--- config.mk ---
export PLATFORM = sky130hd
export DESIGN_NAME = stie_ctrl
export DESIGN_NICKNAME = d
export VERILOG_FILES = /design/src/rtl/stie_pkg.sv /design/src/rtl/stie_ctrl.sv
export SDC_FILE = /design/constraint.sdc
export NUM_CORES = 1
export LEC_CHECK = 0
export ABC_AREA = 1
export ABC_CLOCK_PERIOD_IN_PS = 3800
export BUFFER_PORTS_ARGS = -buffer_cell sky130_fd_sc_hd__buf_2
export CORE_MARGIN = 2
export CORE_UTILIZATION = 40
export DETAILED_ROUTE_END_ITERATION = 10
export SKIP_CTS_REPAIR_TIMING = 1
export SLEW_MARGIN = 5
export SYNTH_ARGS = -nofsm -noshare
export SYNTH_HDL_FRONTEND = slang
export SYNTH_SLANG_ARGS = --single-unit
--- constraint.sdc ---
create_clock -name clk -period 3.8 [get_ports clk]
set_clock_uncertainty 0.2 [all_clocks]
set_input_delay 0.76 -clock clk [delete_from_list [all_inputs] [get_ports clk]]
set_output_delay 0.76 -clock clk [all_outputs]
set_load 0.05 [all_outputs]
--- src/rtl/stie_pkg.sv ---
package stie_pkg;
  localparam int TABLE_DEPTH = 1024;
  localparam int AW = $clog2(TABLE_DEPTH);
  localparam int CW = AW + 1;

  localparam logic [1:0] KIND_CLEAR = 2'd0;
  localparam logic [1:0] KIND_LOAD  = 2'd1;
  localparam logic [1:0] KIND_QUERY = 2'd2;

  localparam logic [2:0] ST_OK      = 3'd0;
  localparam logic [2:0] ST_NOT_ASC = 3'd1;
  localparam logic [2:0] ST_FULL    = 3'd2;
  localparam logic [2:0] ST_NOT_RDY = 3'd3;
  localparam logic [2:0] ST_DIV0    = 3'd4;

  // operand select carried in the command's err field during a multiply
  localparam logic [2:0] SEL_NONE    = 3'd0;
  localparam logic [2:0] SEL_TAIL_LO = 3'd5;
  localparam logic [2:0] SEL_TAIL_HI = 3'd6;

  localparam logic [1:0] REG_WP_LO = 2'd0;
  localparam logic [1:0] REG_G_LO  = 2'd1;
  localparam logic [1:0] REG_WP_HI = 2'd2;
  localparam logic [1:0] REG_G_HI  = 2'd3;

  typedef enum logic [3:0] {
    CMD_NONE, CMD_CLEAR, CMD_RD_LAST, CMD_LOAD, CMD_RD_FIRST, CMD_RD_MID,
    CMD_STEP, CMD_RD_BR, CMD_MUL, CMD_DIV_TAIL, CMD_DIV_INT, CMD_DIV, CMD_FIN,
    CMD_ERR
  } cmd_op_t;

  typedef struct packed {
    cmd_op_t    op;
    logic [2:0] err;
  } cmd_t;

  typedef struct packed {
    logic          below;
    logic          above;
    logic          searching;
    logic          div_done;
    logic          div0;
    logic          not_asc;
    logic          full;
    logic          not_ready;
    logic          mul_done;
  } sts_t;
endpackage

--- src/rtl/stie_ctrl.sv ---
module stie_ctrl (
  input  logic            clk,
  input  logic            rst_n,
  input  logic            in_valid,
  output logic            in_ready,
  input  logic [1:0]      kind,
  input  stie_pkg::sts_t  sts,
  output stie_pkg::cmd_t  cmd,
  output logic            res_load,
  input  logic            out_free
);
  import stie_pkg::*;

  typedef enum logic [3:0] {
    S_IDLE, S_LRD, S_LD, S_QRD0, S_QRD1, S_QCHK, S_MRD, S_MSTEP,
    S_BR0, S_BR1, S_MUL, S_DIV, S_FIN, S_ERR, S_DONE
  } state_t;

  state_t state_r;
  logic [2:0] err_r;
  logic [2:0] sel_r;

  assign in_ready = (state_r == S_IDLE) && out_free;

  always_comb begin
    cmd.op = CMD_NONE; cmd.err = sel_r; res_load = 1'b0;
    case (state_r)
      S_IDLE: if (in_valid && out_free) begin
        case (kind)
          KIND_CLEAR: begin cmd.op = CMD_CLEAR; res_load = 1'b1; cmd.err = ST_OK; end
          KIND_LOAD, KIND_QUERY: cmd.op = CMD_RD_LAST;
          default: begin res_load = 1'b1; cmd.err = ST_OK; end
        endcase
      end
      S_LRD:  cmd.op = CMD_RD_LAST;
      S_LD:   cmd.op = CMD_LOAD;
      S_QRD0: cmd.op = CMD_RD_FIRST;
      S_QRD1: cmd.op = CMD_RD_LAST;
      S_MRD:  cmd.op = CMD_RD_MID;
      S_MSTEP: cmd.op = CMD_STEP;
      S_BR0, S_BR1: cmd.op = CMD_RD_BR;
      S_MUL:  cmd.op = CMD_MUL;
      S_DIV:  cmd.op = CMD_DIV;
      S_FIN:  begin cmd.op = CMD_FIN; res_load = 1'b1; end
      S_ERR:  begin cmd.op = CMD_ERR; cmd.err = err_r; res_load = 1'b1; end
      default: ;
    endcase
  end

  always_ff @(posedge clk) begin
    if (!rst_n) begin
      state_r <= S_IDLE; err_r <= ST_OK; sel_r <= SEL_NONE;
    end else begin
      case (state_r)
        S_IDLE: if (in_valid && out_free) begin
          if (kind == KIND_LOAD) state_r <= S_LRD;
          else if (kind == KIND_QUERY) state_r <= S_QRD0;
        end
        S_LRD: state_r <= S_LD;
        S_LD: begin
          if (sts.full) begin err_r <= ST_FULL; state_r <= S_ERR; end
          else if (sts.not_asc) begin err_r <= ST_NOT_ASC; state_r <= S_ERR; end
          else begin err_r <= ST_OK; state_r <= S_ERR; end
        end
        S_QRD0: state_r <= S_QRD1;
        S_QRD1: state_r <= S_QCHK;
        S_QCHK: begin
          if (sts.not_ready) begin
            sel_r <= SEL_NONE; err_r <= ST_NOT_RDY; state_r <= S_ERR;
          end else if (sts.below) begin
            if (sts.div0) begin
              sel_r <= SEL_NONE; err_r <= ST_DIV0; state_r <= S_ERR;
            end else begin sel_r <= SEL_TAIL_LO; state_r <= S_MUL; end
          end else if (sts.above) begin sel_r <= SEL_TAIL_HI; state_r <= S_MUL; end
          else begin
            sel_r <= SEL_NONE;
            state_r <= sts.searching ? S_MRD : S_BR0;
          end
        end
        // leave the search once the bracket is one entry wide
        S_MRD: state_r <= sts.searching ? S_MSTEP : S_BR0;
        S_MSTEP: state_r <= S_MRD;
        S_BR0: state_r <= S_BR1;
        S_BR1: state_r <= S_MUL;
        S_MUL: if (sts.mul_done) state_r <= S_DIV;
        S_DIV: if (sts.div_done) state_r <= S_FIN;
        S_FIN, S_ERR: state_r <= S_IDLE;
        default: state_r <= S_IDLE;
      endcase
    end
  end
endmodule
After elaboration in Yosys (flattened, before gate mapping)
Index checks and enable logic that the tools add are counted.
{"block": "word_totals", "register_bits": 10, "elab_cells": 65, "out_inout_bits": 9}
{"block": "classes", "mux": 30, "eq_ne": 21, "n_reduce_logical": 11}
{"op": "$pmux 4 s12", "n": 1}
{"op": "$pmux 4 s11", "n": 1}
{"op": "$mux 4", "n": 10}
{"op": "$mux 3", "n": 9}
{"op": "$eq 4x4->1 const B", "n": 6}
{"op": "$eq 4x3->1 const B", "n": 4}
{"op": "$pmux 3 s2", "n": 2}
{"op": "$eq 4x2->1 const B", "n": 2}
{"op": "$reduce_or 2->1", "n": 4}
{"op": "$mux 7", "n": 1}
{"op": "$ne 3x3->1 const B", "n": 2}
{"op": "$eq 4x1->1 const B", "n": 1}
{"op": "$logic_not 4->1", "n": 1}
{"op": "$ne 2x2->1 const B", "n": 2}
{"op": "$pmux 2 s2", "n": 1}
{"op": "$reduce_and 4->1", "n": 1}
{"op": "$mux 1", "n": 3}
{"op": "$ne 3x1->1 const B", "n": 1}
{"op": "$reduce_and 3->1", "n": 1}
{"op": "$eq 2x1->1 const B", "n": 1}
{"op": "$eq 2x2->1 const B", "n": 1}
{"op": "$logic_and 1x1->1", "n": 2}
{"op": "$logic_not 2->1", "n": 1}
{"op": "$mux 2", "n": 1}
{"op": "3 further kinds", "n": 3}

Logic depth before layout (Yosys ltp)
{"block": "logic_depth", "word_depth": 5, "depth_mapped": 9}

Worst setup path after synthesis
Ideal clock, no wire load.
{"block": "synth_path", "path_kind": "input to output", "startpoint": "in out_free", "endpoint": "out res_load", "slack_ns": 0.320, "n_path_buf": 0, "arrival_ns": 2.520, "stages": 4, "cell_sequence": "inv_1 -> nor2_2 -> nand2_1 -> o21ai_0"}
{"block": "synth_via", "elab_chain_len": 3}
{"element": "from (decl)", "line_no": "stie_ctrl.sv:10", "rtl": "input logic out_free"}
{"element": "$logic_and 1x1->1", "line_no": "stie_ctrl.sv:28", "rtl": "S_IDLE: if (in_valid && out_free) begin"}
{"element": "$mux 1", "line_no": "stie_ctrl.sv:28"}
{"element": "$pmux 1 s2", "line_no": "stie_ctrl.sv:27", "rtl": "case (state_r)"}
{"element": "to (decl)", "line_no": "stie_ctrl.sv:9", "rtl": "output logic res_load,"}
Every way passes these cells.

==> results list <==
* Post-route fraction of the period consumed by the critical path: 70.8%
* Global-route total usage across every layer: between 10% and 20%
- In this run the horizontal extent of the chip is around 52 um.
- Commonest cells after routing, fill and taps aside: 25 x sky130_fd_sc_hd__nand2_1, 23 x sky130_fd_sc_hd__buf_2, 17 x sky130_fd_sc_hd__inv_1
- Before antenna repair, the detailed router went through 4 iterations.
- Antenna Nets Post-Route: 0
* Critical R2R Launch: state_r[0]
- For this design the top-level I/O count stands at 24.
- Global-route wire length before repair: approximately 3.8 mm
- After Yosys synthesis, XOR and XNOR cells account for 0% of the synthesized area.
- Data on the critical path is required at its endpoint by about 2.8 ns.
- Proportion of synthesized area in mux cells: 0%
- Slew at the pin closest to its max-slew limit: 0.456 ns
- The final route contains about 1,000 vias.
- Setup violations remaining at the end of the flow were counted as 0.
- CP Max Fanout: 8
- Cell area after placement: around 1100 um2
- TNS Setup: 0 ns
- In this run the clock root is driven by a sky130_fd_sc_hd__clkbuf_4.
- Yosys printed 0 warnings.
- Result of the run: complete, no violations
- R2R depth: 7
- Maximum level of the CTS H-tree: 1
- Terminus of the critical flop-to-flop path: state_r[0]
- For this run, the leading register cell type out of synthesis is sky130_fd_sc_hd__dfxtp_1.
- For flop-to-flop paths, the worst setup slack is between 2 and 2.5 ns.
- Count of placed standard cells including taps: approximately 190
* Min Tclk post-route: 2.69 ns
- The number of endpoints with negative hold slack in the final report came to 0.
* Synth Cell Area: 922 um2
- Critical Path Sink Type: output port
- Setup crit end: cmd[5]
- The floorplan has 17 rows.
- In this run the deepest clock path goes through 2 buffers.
- The synthesized design contains 0 enable-type register cells.
* Type of the worst setup path: flip-flop to output port
* Via density per instance: about 5.0
* Remaining max-slew budget at the tightest pin: around 70%
- TritonCTS built the clock tree.
- Arr. time, crit path: roughly 1.7 ns
- The initial utilization of the core area, before any placement, comes to between 40% and 50%.
- Cell variety after synth: 27
* Area fraction in compound gates after synthesis: between 10% and 20%
- DRC errors left: 0
* Clk sink count: 10
- In this run, synthesis produced a sequential element count of 10.
- The count of buffers added on input and output ports is 23.
- After technology mapping, the gate count stands at about 140.
* Post-route standard cell area excluding fillers: 1080 um2
- Power density cells: around 440 nW/um2
* Nature of the critical path startpoint: flip-flop
- For this run the aggregate overflow at the end of global routing stands at 0.
* Syn nets: 160
- The share of the Yosys chip area taken by registers is 21.7%.
* Final design utilization: approximately half
* Last weighted congestion value of the routability-driven placer: between 0.8 and 0.9
* Total CTS buffers: 3
* Unrepaired setup endpoints after global routing: false
* Final routed wirelength across all metal layers: about 2.2 mm
* Final slew viol count: 0
* Number of global-route vias before repair: just under 900
- Most common library cell in the layout ignoring fill and taps: sky130_fd_sc_hd__nand2_1
- N_diodes: 0
- The floorplan step defined a core boundary enclosing 2190 um2.
* Area added between synthesis and finish: 17.1%
- Fraction of the mapped netlist area in simple logic gates: about 46%
- Pin count of the biggest net entering global routing: 11
- Clock-pin slew was measured on the worst setup and hold paths at around 0.060 ns.
- Post-detailed-placement half-perimeter wirelength: 1.86 mm
- Die Ht: 52.0 um
- Main combinational cell family by area after synthesis: simple AND/OR/NAND/NOR gates
* Overall die area: between 2000 and 3000 um2
* Initial antenna violation count: 0
- Routed wirelength normalized by instance count: between 10 and 15 um
- Tracing the worst setup path back leads to its startpoint at state_r[1].
- Post-Synthesis Mean Instance Area: between 6 and 7 um2
- Highest Clock Rate: approximately 0.37 GHz
- Across the VDD grid, the largest voltage drop is approximately 0.23 mV.
- The tool flagged a number of max-cap violations equal to 0.
* Clock insertion delay at the later pin of the skew report: roughly 0.26 ns
- The finished layout holds about 190 standard cells, fillers aside.
- The post-route netlist has a little over a third of its cells at a drive strength greater than 1.
- Fin nets: roughly 190
- The worst hold path belongs to the class flip-flop to flip-flop.
- 1st-iter DRT viols: 13
- Async set or reset register ratio after synthesis: 0%
- Adder and majority gate portion of the synthesized area: 4.07%
- The analysis attributes to cell leakage a power of approximately 0.5 nW.
[where the power goes]
group | switching [mW] | total (mW) | leakage (nW) | internal, mW
logic | 0.183 | 0.258 | 0.411 | 0.0741
clock network | 0.0359 | 0.0725 | 0.0138 | 0.0366
registers | 0.0253 | 0.142 | 0.0810 | 0.117
[synth_stat cells, drive strengths merged, types with 2 or more instances]
master	instances	share of area, %
nor3	6	4.3
nand2	35	19
a21oi	8	4.3
nand3	9	5.4
inv	24	9.8
o21ai	10	5.8
buf	2	1.6
nor2	23	14
ha	3	4.1
dfxtp	10	22
a31oi	3	2.0
nand3b	3	2.4
[flip-flops by register name, summed over array words and instances, names as in the netlist]
| signal | count |
|---|---|
| sel_r | 3 |
| state_r | 4 |
| err_r | 3 |
[per-stage QoR]
stage | setup slack [ns] | total power, mW | hold WS (ns)
after floorplan | 0.320 | 0.350 | 0.239
after global placement | 1.11 | 0.400 | 0.250
after detailed placement | 1.10 | 0.402 | 0.258
after CTS | 1.09 | 0.474 | 0.269
after global routing | 0.940 | 0.511 | 0.297
final | 1.11 | 0.472 | 0.267
[worst max-delay path: stages (launching register included)]
cell and delay, ns:
sky130_fd_sc_hd__dfxtp_1 0.60, sky130_fd_sc_hd__nand2_2 0.15, sky130_fd_sc_hd__nor2_1 0.26, sky130_fd_sc_hd__nor3_1 0.08, sky130_fd_sc_hd__o21ai_0 0.09, sky130_fd_sc_hd__buf_2 0.29
[cell type report]
type | count | area (um2)
clock buffers | 3 | 22.5
repair buffers | 23 | 115
inverters | 25 | 98.8
multi-input cells | 105 | 608
fillers | 239 | 1110
flip-flops and latches | 10 | 200
well taps | 28 | 35.0
[logic make-up (layout without fill, tap and decap cells)]
logic type | Yosys count | after routing
AO/OA/AOI/OAI | 25 | 25
flip-flops | 10 | 10
adder cells (fa/ha/maj) | 3 | 3
AND/OR/NAND/NOR | 77 | 77
buffers and inverters | 27 | 51
[how the worst min path moves through the flow]
stage	startpoint	endpoint	slack, ns	depth (start not counted)
2_1_floorplan	err_r[2]	err_r[2]	0.24	2
5_1_grt	sel_r[0]	sel_r[0]	0.30	2
3_5_place_dp	err_r[2]	err_r[2]	0.26	2
6_report	err_r[2]	err_r[2]	0.27	2
3_3_place_gp	err_r[2]	err_r[2]	0.25	2
4_1_cts	err_r[2]	err_r[2]	0.27	2
[metal layers]
layer	up-vias	routed length (um)	track usage (%)
met5	-	0	0
met4	0	69	11.0
met3	9	103	3.45
met2	24	1030	31.0
met1	433	963	23.3
li1	508	-	-
Note: power is estimated with default switching activity, not from simulation.
